==> src/rtl/assert_macros.svh <==
`ifndef ASSERT_MACROS_SVH
`define ASSERT_MACROS_SVH

// antecedent true implies consequent in the same cycle
`define ASSERT_IMPLIES(lbl, clk, rst, ante, cons, msg) \
   lbl: assert property (@(posedge clk) disable iff (rst) (ante) |-> (cons)) \
      else $error(msg);

// antecedent true implies consequent in the next cycle
`define ASSERT_NEXT(lbl, clk, rst, ante, cons, msg) \
   lbl: assert property (@(posedge clk) disable iff (rst) (ante) |=> (cons)) \
      else $error(msg);

`endif

==> src/rtl/mcsr_pkg.sv <==
package mcsr_pkg;

   localparam int DATA_W      = 32;
   localparam int SIZE_W      = 4;
   localparam int COORD_W     = 3;
   localparam int RSP_TDATA_W = 40;

   localparam logic [SIZE_W-1:0] SIZE_RESET = 4'd8;

   // sequencer states, one-hot
   typedef enum logic [13:0] {
      ST_LOAD     = 14'b00000000000001,
      ST_SRT_RD0  = 14'b00000000000010,
      ST_SRT_CUR  = 14'b00000000000100,
      ST_SRT_RD   = 14'b00000000001000,
      ST_SRT_CMP  = 14'b00000000010000,
      ST_SRT_WR   = 14'b00000000100000,
      ST_RK_RD    = 14'b00000001000000,
      ST_RK_KEY   = 14'b00000010000000,
      ST_RK_DRD   = 14'b00000100000000,
      ST_RK_CMP   = 14'b00001000000000,
      ST_RK_WR    = 14'b00010000000000,
      ST_EM_RD    = 14'b00100000000000,
      ST_EM_WAIT  = 14'b01000000000000,
      ST_EM_HOLD  = 14'b10000000000000
   } state_type;

endpackage

==> src/rtl/matrix_column_sort_reorder_top.sv <==
// sequence: the n*n elements load first, then each column is bubble sorted, the columns are
// ranked by their bottom value, and the results are emitted while rsp_tready is high
// throughput: one matrix of n*n requests per pass, a request is taken every cycle while
// loading; the element ram has one write and one read port and the 32-bit compare is shared
// reset: synchronous, active high; size returns to 8, load position clears, column order
// returns to identity; the element ram is not cleared
`include "assert_macros.svh"

module matrix_column_sort_reorder_top
   import mcsr_pkg::*;
#(
   parameter int MAX_DIM = 8
) (
   input  logic                   clock,
   input  logic                   reset,
   // size register write
   input  logic                   csr_wr_en,
   input  logic [SIZE_W-1:0]      csr_wr_data,
   // request channel
   input  logic                   req_tvalid,
   output logic                   req_tready,
   input  logic [DATA_W-1:0]      req_tdata,   // [31:0] element_value
   // result channel
   output logic                   rsp_tvalid,
   input  logic                   rsp_tready,
   output logic [RSP_TDATA_W-1:0] rsp_tdata,   // [31:0] result_value, [34:32] result_row,
                                               // [37:35] result_col, [39:38] zero
   output logic                   rsp_tlast    // end_of_matrix
);

   localparam int DEPTH  = MAX_DIM * MAX_DIM;
   localparam int ADDR_W = $clog2(DEPTH);
   localparam int IDX_W  = $clog2(MAX_DIM);
   localparam int CNT_W  = $clog2(MAX_DIM + 1);

   // row-major slot of element (r, c)
   function automatic logic [ADDR_W-1:0] cell_addr(input logic [IDX_W-1:0] r,
                                                   input logic [IDX_W-1:0] c);
      cell_addr = ADDR_W'(ADDR_W'(r) * ADDR_W'(MAX_DIM)) + ADDR_W'(c);
   endfunction

   state_type          state_ff;
   logic [SIZE_W-1:0]  size_ff;
   logic [IDX_W-1:0]   row_ff;     // load row, emit row
   logic [IDX_W-1:0]   col_ff;     // load col, sorted column, ranked column, emit col
   logic [IDX_W-1:0]   pass_ff;    // bubble pass
   logic [IDX_W-1:0]   pos_ff;     // bubble position, rank partner column
   logic [IDX_W-1:0]   rank_ff;
   logic [DATA_W-1:0]  cur_ff;     // running max in a pass, key of ranked column
   logic [IDX_W-1:0]   order_ff [MAX_DIM];

   logic [DATA_W-1:0]      rsp_value_ff;
   logic [IDX_W-1:0]       rsp_row_ff;
   logic [IDX_W-1:0]       rsp_col_ff;
   logic                   rsp_last_ff;
   logic                   rsp_valid_ff;

   // clamped matrix size
   logic [CNT_W-1:0]   dim;
   logic [IDX_W-1:0]   dim_m1;

   always_comb begin
      if (size_ff == '0) begin
         dim = CNT_W'(1);
      end else if (size_ff > SIZE_W'(MAX_DIM)) begin
         dim = CNT_W'(MAX_DIM);
      end else begin
         dim = CNT_W'(size_ff);
      end
      dim_m1 = IDX_W'(dim - CNT_W'(1));
   end

   // ram ports
   logic               ram_wr_en;
   logic [ADDR_W-1:0]  ram_wr_addr;
   logic [DATA_W-1:0]  ram_wr_data;
   logic [ADDR_W-1:0]  ram_rd_addr;
   logic [DATA_W-1:0]  ram_rd_data;

   mcsr_ram #(
      .WIDTH (DATA_W),
      .DEPTH (DEPTH)
   ) u_store (
      .clock   (clock),
      .wr_en   (ram_wr_en),
      .wr_addr (ram_wr_addr),
      .wr_data (ram_wr_data),
      .rd_addr (ram_rd_addr),
      .rd_data (ram_rd_data)
   );

   // shared signed compare: bubble step tests cur > new, rank step tests partner vs key
   logic [DATA_W-1:0]  cmp_a;
   logic [DATA_W-1:0]  cmp_b;
   logic               cmp_gt;
   logic               cmp_eq;

   always_comb begin
      if (state_ff == ST_RK_CMP) begin
         cmp_a = ram_rd_data;
         cmp_b = cur_ff;
      end else begin
         cmp_a = cur_ff;
         cmp_b = ram_rd_data;
      end
      cmp_gt = $signed(cmp_a) > $signed(cmp_b);
      cmp_eq = (cmp_a == cmp_b);
   end

   logic req_fire;
   logic rsp_fire;
   logic pass_end;     // last compare of a bubble pass
   logic rank_hit;     // partner column ranks ahead of the keyed column

   assign req_tready = (state_ff == ST_LOAD);
   assign req_fire   = req_tvalid && req_tready;
   assign rsp_fire   = rsp_valid_ff && rsp_tready;
   assign pass_end   = (IDX_W'(pos_ff + 1'b1) == IDX_W'(dim_m1 - pass_ff));
   assign rank_hit   = cmp_gt || (cmp_eq && (pos_ff < col_ff));

   // ram port selection
   always_comb begin
      ram_wr_en   = 1'b0;
      ram_wr_addr = cell_addr(row_ff, col_ff);
      ram_wr_data = req_tdata;
      ram_rd_addr = '0;
      unique case (state_ff)
         ST_LOAD: begin
            ram_wr_en = req_fire && !csr_wr_en;
         end
         ST_SRT_RD0: begin
            ram_rd_addr = cell_addr('0, col_ff);
         end
         ST_SRT_RD: begin
            ram_rd_addr = cell_addr(IDX_W'(pos_ff + 1'b1), col_ff);
         end
         ST_SRT_CMP: begin
            // smaller value drops to the current slot, the max moves on
            ram_wr_en   = 1'b1;
            ram_wr_addr = cell_addr(pos_ff, col_ff);
            ram_wr_data = cmp_gt ? ram_rd_data : cur_ff;
         end
         ST_SRT_WR: begin
            ram_wr_en   = 1'b1;
            ram_wr_addr = cell_addr(IDX_W'(pos_ff + 1'b1), col_ff);
            ram_wr_data = cur_ff;
         end
         ST_RK_RD: begin
            ram_rd_addr = cell_addr(dim_m1, col_ff);
         end
         ST_RK_DRD: begin
            ram_rd_addr = cell_addr(dim_m1, pos_ff);
         end
         ST_EM_RD: begin
            ram_rd_addr = cell_addr(row_ff, order_ff[col_ff]);
         end
         ST_SRT_CUR, ST_RK_KEY, ST_RK_CMP, ST_RK_WR, ST_EM_WAIT, ST_EM_HOLD: begin
         end
         default: begin
         end
      endcase
   end

   // sequencer
   always_ff @(posedge clock) begin
      if (reset) begin
         state_ff     <= ST_LOAD;
         size_ff      <= SIZE_RESET;
         row_ff       <= '0;
         col_ff       <= '0;
         pass_ff      <= '0;
         pos_ff       <= '0;
         rank_ff      <= '0;
         rsp_valid_ff <= 1'b0;
         for (int k = 0; k < MAX_DIM; k++) begin
            order_ff[k] <= IDX_W'(k);
         end
      end else if (csr_wr_en) begin
         // new size drops any partial matrix
         size_ff <= csr_wr_data;
         row_ff  <= '0;
         col_ff  <= '0;
      end else begin
         unique case (state_ff)
            ST_LOAD: begin
               if (req_fire) begin
                  if (col_ff == dim_m1) begin
                     col_ff <= '0;
                     if (row_ff == dim_m1) begin
                        row_ff  <= '0;
                        pass_ff <= '0;
                        pos_ff  <= '0;
                        // a one by one matrix needs no column sort
                        state_ff <= (dim_m1 == '0) ? ST_RK_RD : ST_SRT_RD0;
                     end else begin
                        row_ff <= IDX_W'(row_ff + 1'b1);
                     end
                  end else begin
                     col_ff <= IDX_W'(col_ff + 1'b1);
                  end
               end
            end
            ST_SRT_RD0: begin
               pos_ff   <= '0;
               state_ff <= ST_SRT_CUR;
            end
            ST_SRT_CUR: begin
               state_ff <= ST_SRT_RD;
            end
            ST_SRT_RD: begin
               state_ff <= ST_SRT_CMP;
            end
            ST_SRT_CMP: begin
               if (pass_end) begin
                  state_ff <= ST_SRT_WR;
               end else begin
                  pos_ff   <= IDX_W'(pos_ff + 1'b1);
                  state_ff <= ST_SRT_RD;
               end
            end
            ST_SRT_WR: begin
               if (IDX_W'(pass_ff + 1'b1) == dim_m1) begin
                  pass_ff <= '0;
                  if (col_ff == dim_m1) begin
                     col_ff   <= '0;
                     state_ff <= ST_RK_RD;
                  end else begin
                     col_ff   <= IDX_W'(col_ff + 1'b1);
                     state_ff <= ST_SRT_RD0;
                  end
               end else begin
                  pass_ff  <= IDX_W'(pass_ff + 1'b1);
                  state_ff <= ST_SRT_RD0;
               end
            end
            ST_RK_RD: begin
               state_ff <= ST_RK_KEY;
            end
            ST_RK_KEY: begin
               pos_ff   <= '0;
               rank_ff  <= '0;
               state_ff <= ST_RK_DRD;
            end
            ST_RK_DRD: begin
               state_ff <= ST_RK_CMP;
            end
            ST_RK_CMP: begin
               if (rank_hit) begin
                  rank_ff <= IDX_W'(rank_ff + 1'b1);
               end
               if (pos_ff == dim_m1) begin
                  state_ff <= ST_RK_WR;
               end else begin
                  pos_ff   <= IDX_W'(pos_ff + 1'b1);
                  state_ff <= ST_RK_DRD;
               end
            end
            ST_RK_WR: begin
               order_ff[rank_ff] <= col_ff;
               if (col_ff == dim_m1) begin
                  col_ff   <= '0;
                  row_ff   <= '0;
                  state_ff <= ST_EM_RD;
               end else begin
                  col_ff   <= IDX_W'(col_ff + 1'b1);
                  state_ff <= ST_RK_RD;
               end
            end
            ST_EM_RD: begin
               state_ff <= ST_EM_WAIT;
            end
            ST_EM_WAIT: begin
               rsp_valid_ff <= 1'b1;
               state_ff     <= ST_EM_HOLD;
            end
            ST_EM_HOLD: begin
               if (rsp_fire) begin
                  rsp_valid_ff <= 1'b0;
                  if (col_ff == dim_m1) begin
                     col_ff <= '0;
                     if (row_ff == dim_m1) begin
                        row_ff   <= '0;
                        state_ff <= ST_LOAD;
                     end else begin
                        row_ff   <= IDX_W'(row_ff + 1'b1);
                        state_ff <= ST_EM_RD;
                     end
                  end else begin
                     col_ff   <= IDX_W'(col_ff + 1'b1);
                     state_ff <= ST_EM_RD;
                  end
               end
            end
            default: begin
               state_ff <= ST_LOAD;
            end
         endcase
      end
   end

   // data registers, no reset
   always_ff @(posedge clock) begin
      if (state_ff == ST_SRT_CUR || state_ff == ST_RK_KEY) begin
         cur_ff <= ram_rd_data;
      end else if (state_ff == ST_SRT_CMP && !cmp_gt) begin
         cur_ff <= ram_rd_data;
      end
      if (state_ff == ST_EM_WAIT) begin
         rsp_value_ff <= ram_rd_data;
         rsp_row_ff   <= row_ff;
         rsp_col_ff   <= col_ff;
         rsp_last_ff  <= (row_ff == dim_m1) && (col_ff == dim_m1);
      end
   end

   assign rsp_tvalid = rsp_valid_ff;
   assign rsp_tlast  = rsp_valid_ff && rsp_last_ff;
   assign rsp_tdata  = {2'b00, COORD_W'(rsp_col_ff), COORD_W'(rsp_row_ff), rsp_value_ff};

   // checks
   `ASSERT_IMPLIES(a_no_load_while_out, clock, reset, req_tready, !rsp_tvalid,
      "request taken while a result is pending")
   `ASSERT_NEXT(a_ready_after_last, clock, reset, rsp_tvalid && rsp_tready && rsp_tlast,
      req_tready, "not ready for requests after the final result")
   `ASSERT_IMPLIES(a_rank_in_range, clock, reset, state_ff == ST_RK_WR, rank_ff <= dim_m1,
      "column rank beyond matrix size")
   `ASSERT_IMPLIES(a_pass_in_range, clock, reset, state_ff == ST_SRT_CMP,
      pos_ff < dim_m1, "bubble position past the bottom row")

endmodule

==> src/rtl/mcsr_ram.sv <==
module mcsr_ram #(
   parameter int WIDTH = 32,
   parameter int DEPTH = 64
) (
   input  logic                     clock,
   input  logic                     wr_en,
   input  logic [$clog2(DEPTH)-1:0] wr_addr,
   input  logic [WIDTH-1:0]         wr_data,
   input  logic [$clog2(DEPTH)-1:0] rd_addr,
   output logic [WIDTH-1:0]         rd_data
);

   logic [WIDTH-1:0] mem_ff [DEPTH];

   always_ff @(posedge clock) begin
      if (wr_en) begin
         mem_ff[wr_addr] <= wr_data;
      end
      rd_data <= mem_ff[rd_addr];
   end

endmodule
==> config.mk <==
export PLATFORM = sky130hd
export DESIGN_NAME = matrix_column_sort_reorder_top
export DESIGN_NICKNAME = d
export VERILOG_FILES = /design/src/rtl/mcsr_pkg.sv /design/src/rtl/matrix_column_sort_reorder_top.sv /design/src/rtl/mcsr_ram.sv
export VERILOG_INCLUDE_DIRS = /design/src /design/src/rtl
export SDC_FILE = /design/constraint.sdc
export NUM_CORES = 2
export LEC_CHECK = 0
export BUFFER_PORTS_ARGS = -buffer_cell sky130_fd_sc_hd__buf_2
export CAP_MARGIN = 20
export CORE_ASPECT_RATIO = 1.75
export CORE_MARGIN = 1
export CORE_UTILIZATION = 55
export CTS_CLUSTER_SIZE = 25
export DETAILED_ROUTE_END_ITERATION = 12
export GPL_TIMING_DRIVEN = 0
export PLACE_DENSITY = 0.71
export SLEW_MARGIN = 20
export SYNTH_ARGS = -nofsm -noshare
export SYNTH_HDL_FRONTEND = slang
export SYNTH_SLANG_ARGS = --single-unit
==> constraint.sdc <==
create_clock -name clock -period 16.8 [get_ports clock]
set_input_delay 0 -clock clock [delete_from_list [all_inputs] [get_ports clock]]
set_output_delay 0 -clock clock [all_outputs]
set_load 0.005 [all_outputs]
# Word level (Yosys, flattened, before mapping)
# Memories as Yosys holds them, arrays and structs flattened. A register that Yosys moved wholly into a read port is not among the register bits.
# Cells that the tools add are included.
[word_totals]
inputBits = 41
n_memories = 2
reg_bits = 105
ram_bits = 2072
[op_classes]
add_sub_neg = 13
n_eq_ne = 29
bitwise = 1
mux = 60
reduce_logical = 31
order_cmp = 3
[mem_list]
columns = ["memory", "depth", "word_bits", "read_ports", "rd_clocked_by_memory_dff", "write_ports", "line_no", "rtl"]
rows = [
  ["u_store.mem_ff", 64, 32, 1, 1, 1, "mcsr_ram.sv:13", "logic [WIDTH-1:0] mem_ff [DEPTH];"],
  ["order_ff", 8, 3, 1, 1, 8, "matrix_column_sort_reorder_top.sv:50", "logic [IDX_W-1:0] order_ff [MAX_DIM];"],
]
[ops]
columns = ["cell", "count"]
rows = [
  ["14-bit one-hot mux with 14 select lines", 1],
  ["32-bit two-way mux", 5],
  ["14-bit two-way mux", 6],
  ["3-bit two-way mux", 22],
  ["32-bit one-hot mux with 2 select lines", 1],
  ["6-bit by 3-bit adder with 6-bit output", 6],
  ["32-bit == test", 1],
  ["32-bit greater-than comparator", 1],
  ["6-bit one-hot mux with 5 select lines", 1],
  ["12-bit two-way mux", 2],
  ["3-bit one-hot mux with 4 select lines", 2],
  ["3-bit by 1-bit adder with 3-bit output, second input constant", 5],
  ["3-bit == test", 5],
  ["14-bit by 1-bit == test with 1-bit output, second input constant", 1],
  ["14-bit by 10-bit == test with 1-bit output, second input constant", 1],
  ["14-bit by 11-bit == test with 1-bit output, second input constant", 1],
  ["14-bit by 12-bit == test with 1-bit output, second input constant", 1],
  ["14-bit by 13-bit == test with 1-bit output, second input constant", 1],
  ["14-bit == test, second input constant", 1],
  ["14-bit by 2-bit == test with 1-bit output, second input constant", 1],
  ["14-bit by 3-bit == test with 1-bit output, second input constant", 1],
  ["14-bit by 4-bit == test with 1-bit output, second input constant", 1],
  ["14-bit by 5-bit == test with 1-bit output, second input constant", 1],
  ["14-bit by 6-bit == test with 1-bit output, second input constant", 1],
  ["32 further kinds", 68],
]

# Longest topological paths before layout
[depth]
word_depth = 10
mapped_depth = 16
depth_no_buf = 12

# Cells and area by module
# A second synthesis with hierarchy kept.
[hier_totals]
hier_cells = 4325
hier_area_um2 = 86908.4
[modules_own_cells]
columns = ["module", "area_each_um2", "instances", "cells_per_inst"]
rows = [
  ["mcsr_ram", 78928.2, 1, 3515],
  ["matrix_column_sort_reorder_top", 7980.2, 1, 810],
]

# Least setup slack after synthesis
# OpenSTA, ideal clock, no wires.
[synth_timing]
path_kind = "register to register"
from = "reg cur_ff[12]"
to = "mem u_store.mem_ff[0][11], data pin"
path_buffers = 2
path_stages_with_launch = 12
required_ns = 16.233
synth_period_minus_slack_ns = 5.261
t_arrival_ns = 4.693
setup_time_ns = 0.567
path_slack_ns = 11.539
cell_sequence = "edfxtp_1 > nand2b_1 > maj3_1 > maj3_1 > maj3_1 > a41o_1 > nand3_1 > a21oi_1 > or4_1 > clkbuf_1 > buf_2 > o221ai_1"
[synth_between]
elab_chain_len = 4
elab_cells_between_ends = 5
cone_classes = "order compare (1); mux (4)"
[synth_rtl]
columns = ["element", "line_no", "rtl"]
rows = [
  ["start: declaration", "matrix_column_sort_reorder_top.sv:49", "logic [DATA_W-1:0] cur_ff;"],
  ["start signal: assignment", "matrix_column_sort_reorder_top.sv:304", "cur_ff <= ram_rd_data;"],
  ["start signal: assignment", "matrix_column_sort_reorder_top.sv:306", "cur_ff <= ram_rd_data;"],
  ["32-bit two-way mux", "matrix_column_sort_reorder_top.sv:99", "if (state_ff == ST_RK_CMP) begin"],
  ["32-bit greater-than comparator *", "matrix_column_sort_reorder_top.sv:106", "cmp_gt = $signed(cmp_a) > $signed(cmp_b);"],
  ["32-bit two-way mux *", "matrix_column_sort_reorder_top.sv:141", "ram_wr_data = cmp_gt ? ram_rd_data : cur_ff;"],
  ["32-bit one-hot mux with 2 select lines *", "matrix_column_sort_reorder_top.sv:127", "unique case (state_ff)"],
  ["via ram_wr_data[11]", "matrix_column_sort_reorder_top.sv:76", "logic [DATA_W-1:0] ram_wr_data;"],
  ["end: declaration", "mcsr_ram.sv:13", ""],
]
# Mark *: on every way through the listed nets, which the timed path passes. The rest lies on a longest branch.

# Final worst setup path
[layout_timing]
from = "reg state_ff[4]"
to = "reg u_store.rd_data[31], read port of u_store.mem_ff"
[layout_between]
elab_chain_len = 2
elab_cells_between_ends = 6
cone_classes = "eq/ne (5); mux (1)"
[layout_rtl]
columns = ["element", "line_no", "rtl"]
rows = [
  ["start: declaration", "matrix_column_sort_reorder_top.sv:42", "state_type state_ff;"],
  ["start signal: assignment", "matrix_column_sort_reorder_top.sv:194", "state_ff <= (dim_m1 == '0) ? ST_RK_RD : ST_SRT_RD0;"],
  ["14-bit by 12-bit == test with 1-bit output (tied with other cells)", "matrix_column_sort_reorder_top.sv:127", ""],
  ["6-bit one-hot mux with 5 select lines *", "matrix_column_sort_reorder_top.sv:127", ""],
  ["end: declaration", "mcsr_ram.sv:10", "output logic [WIDTH-1:0] rd_data"],
]
# Every way passes the cells marked *; elsewhere a longest branch is shown, timed or not.
# A chain may end at the register's enable or synchronous reset.

==> metrics.txt <==
#FFs+latches synth 2212; Routed Wire Length 319000 um; Synth Cell Area 89900 um^2; Syn-to-layout area delta 16.6%; clock slew at reported path FFs 0.07 ns; Synth Area in XOR/XNOR 0.543%; Multi-input gate area 23200 um^2; Post-DP HPWL 230000 um; total core area 163000 um^2; Final Util 64.5%; Vias 61300; DR WL/cell 35.0 um; clk_skew 0.0484 ns; Reg-to-Reg End u_store.rd_data[31]$_DFF_P_; Clock Path Buffers 4; FF-to-FF path depth 13; Leak Pwr 0.0359 uW; final setup TNS 0 ns; number of flops mapped to enable cells by yosys 2143; via-per-instance ratio 6.71; Root Buffer clkbuf_16; Highest Clock Rate 0.160 GHz; post-synthesis compound-gate area fraction 9.16%; CP required 17.41 ns; Yosys warnings 0; P per Cell Area 103 nW/um^2; Antenna Nets Post-Route 0; Setup crit end kind flop; RSZ-0062 raised after global routing false; CTS Sinks 2212; post-placement cell area 98300 um^2; crit path DAT 6.87 ns; critical path startpoint state_ff[4]$_SDFFE_PP0P_; simple-gate portion of the synthesized area 10.5%; CP endpoint u_store.rd_data[31]$_DFF_P_; initial antenna violation count 23; Synth async-reset ratio 0%; Reg area 65700 um^2; FF-to-FF Start state_ff[4]$_SDFFE_PP0P_; status finished, final reports clean; port bufs 81; IO Pins 84; vias in the first global route 59200; largest net degree at the start of global routing 35; drt drc 0; post-synthesis adder-cell area fraction 0.473%; Final #Nets 6836; max-slew violation count 0; All-Layer GR Usage 38.4%; Synth cell types 91; Fin. Hold Viols 0; Initial Utilization 55.3%; first-pass GRT wire length 438000 um; Final Instance Area 105000 um^2; Setup crit start kind flop; minimum clock period 6.26 ns; Placer Congestion 1.06; # setup viols final 0; CTS tree done; die width 308 um; final worst-path cycle share 37.2%; Die Area 165000 um^2; MaxCap Viol Count 0; std cell rows 196; Mean Syn Cell Area 14.3 um^2; r2r setup slk 10.54 ns; Worst-Skew Late Latency 0.86 ns; CTS buffer count 193; critical path fanouts, max 10; mux share of post-synthesis cell area 3.74%; critical path type reg2reg; Chip Height 537 um; Max rail drop VDD 0.0694 mV; Main synth FF type edfxtp_1; register area share after synthesis 73.1%; worst rel slew slack 9.84%; HP Class in2reg; Pre-Repair DR Iteration Count 9; worst slew pin tran 1.35 ns; DRT iter0 DRCs 9523; # H-tree levels 4; fillcell total 11400; largest family of logic cells by synthesized area simple AND/OR/NAND/NOR gates; fraction of layout cells with a size suffix above 1 12.9%; Syn Inst Count 6276; gr ovfl total 0; total setup buffers inserted after CTS 0
[cell families after synthesis]
group / Yosys count
compound gates: 1107
simple gates: 2051
fa+ha+maj: 39
mux: 306
xor+xnor: 51
buf+inv: 509
flops: 2212
other cells: 1
[cell usage after synthesis (13+ instances only)]
| cell | number | area (um^2) |
|---|---|---|
| xor2_1 | 25 | 219 |
| and3_1 | 330 | 2060 |
| nor4_1 | 13 | 81.3 |
| inv_1 | 70 | 263 |
| a211o_1 | 77 | 674 |
| o21ai_0 | 95 | 475 |
| nor2_1 | 142 | 533 |
| o21ai_1 | 27 | 135 |
| clkbuf_1 | 263 | 987 |
| a211oi_1 | 181 | 1360 |
| dfxtp_1 | 69 | 1380 |
| a22oi_1 | 14 | 105 |
| nand4_1 | 52 | 325 |
| buf_2 | 120 | 601 |
| nand2b_1 | 29 | 181 |
| a2111oi_0 | 32 | 280 |
| a311oi_1 | 131 | 1150 |
| maj3_1 | 28 | 280 |
| nand2_1 | 1170 | 4390 |
| edfxtp_1 | 2143 | 64400 |
| a21oi_1 | 170 | 851 |
| a31oi_1 | 91 | 569 |
| nand3_1 | 189 | 946 |
| xnor2_1 | 23 | 201 |
| o22ai_1 | 25 | 156 |
| buf_4 | 28 | 210 |
| buf_6 | 15 | 169 |
| and2_1 | 17 | 106 |
| nor3_1 | 29 | 145 |
| a32o_1 | 29 | 290 |
| a221o_1 | 82 | 821 |
| mux2i_1 | 278 | 2780 |
| mux4_2 | 23 | 518 |
| a32oi_1 | 33 | 289 |
| o221ai_1 | 40 | 350 |
[cells in the final DEF, fill, tap and decap left out, types with 82 or more instances in the layout]
cell type,count
o21ai_0,94
and3_1,330
a311oi_1,131
nand3_1,189
clkbuf_1,296
clkbuf_16,194
nand2_1,1170
a21oi_1,170
a221o_1,82
a211oi_1,181
a31oi_1,91
edfxtp_1,2143
buf_16,97
mux2i_1,278
buf_2,210
[worst min path at each step]
stage                    from                               end  cells past startpoint
5_1_grt         req_tdata[30]   u_store.mem_ff[6][30]$_DFFE_PP_                      4
6_report        req_tdata[28]  u_store.mem_ff[62][28]$_DFFE_PP_                      4
3_5_place_dp   csr_wr_data[3]           size_ff[3]$_SDFFE_PP1P_                      2
3_3_place_gp   csr_wr_data[3]           size_ff[3]$_SDFFE_PP1P_                      2
4_1_cts          req_tdata[6]   u_store.mem_ff[40][6]$_DFFE_PP_                      4
2_1_floorplan  csr_wr_data[3]           size_ff[3]$_SDFFE_PP1P_                      1
[report_power, final]
| part | switching (uW) | internal (uW) | leakage (uW) | total, uW |
|---|---|---|---|---|
| Combinational | 212 | 106 | 0.0131 | 318 |
| Sequential | 16.7 | 6060 | 0.0198 | 6070 |
| Clock | 1990 | 2390 | 0.00295 | 4390 |
| Total | 2220 | 8560 | 0.0359 | 10800 |
[critical path, stage by stage, from the launching register on]
cell	delay (ns)
dfxtp_1	0.30
clkbuf_1	0.20
nor4_1	0.82
and4_1	0.32
clkbuf_1	0.37
a22oi_2	0.21
nand2_2	0.35
buf_4	0.41
buf_4	0.33
buf_2	0.49
clkbuf_1	0.71
a311oi_1	0.28
a2111oi_2	0.79
o21ai_1	0.40
[flip-flops by register name, summed over array words and instances, names as in the netlist, named ones only]
name and flops:
u_store.mem_ff 2048, cur_ff 32, rsp_value_ff 32, u_store.rd_data 32, order_ff 24, state_ff 14
size_ff 4, col_ff 3, pass_ff 3, pos_ff 3, rank_ff 3, row_ff 3
rsp_col_ff 3, rsp_row_ff 3, rsp_last_ff 1, rsp_tvalid 1
[per-stage QoR]
step                      hold slack (ns)  setup WS, ns  total power (uW)  cells
after global placement              0.202          6.01              6440   8536
final                               0.278         10.54             10800   9127
after detailed placement            0.207         10.91              6490   8718
after global routing                0.288         10.61             11000   9120
after CTS                           0.211         10.89             10800   9109
after floorplan                     0.118         11.54              6300   6277
[final cells by class]
class	instances	area share, %
Tap cell	2178	2.60
Sequential cell	2212	62.7
Inverter	72	0.258
Timing Repair Buffer	312	4.68
Buffer	437	1.93
Multi-Input combinational cell	3556	22.1
Clock inverter	103	0.923
Antenna cell	17	0.0406
Clock buffer	240	4.81
[per-layer routing]
layer	vias to the layer above	wire length [um]	GRT usage, %
met4	20	31800	31.6
li1	25300	-	-
met3	1135	35500	9.09
met2	4435	150000	61.8
met1	30400	102000	43.7
met5	-	146	0
[repair_timing]
action,in CTS,in global routing
resized for setup,0,0
hold buffers,48,0
hold endpoints to repair,1277,0
Note: power is estimated with default switching activity, not from simulation.
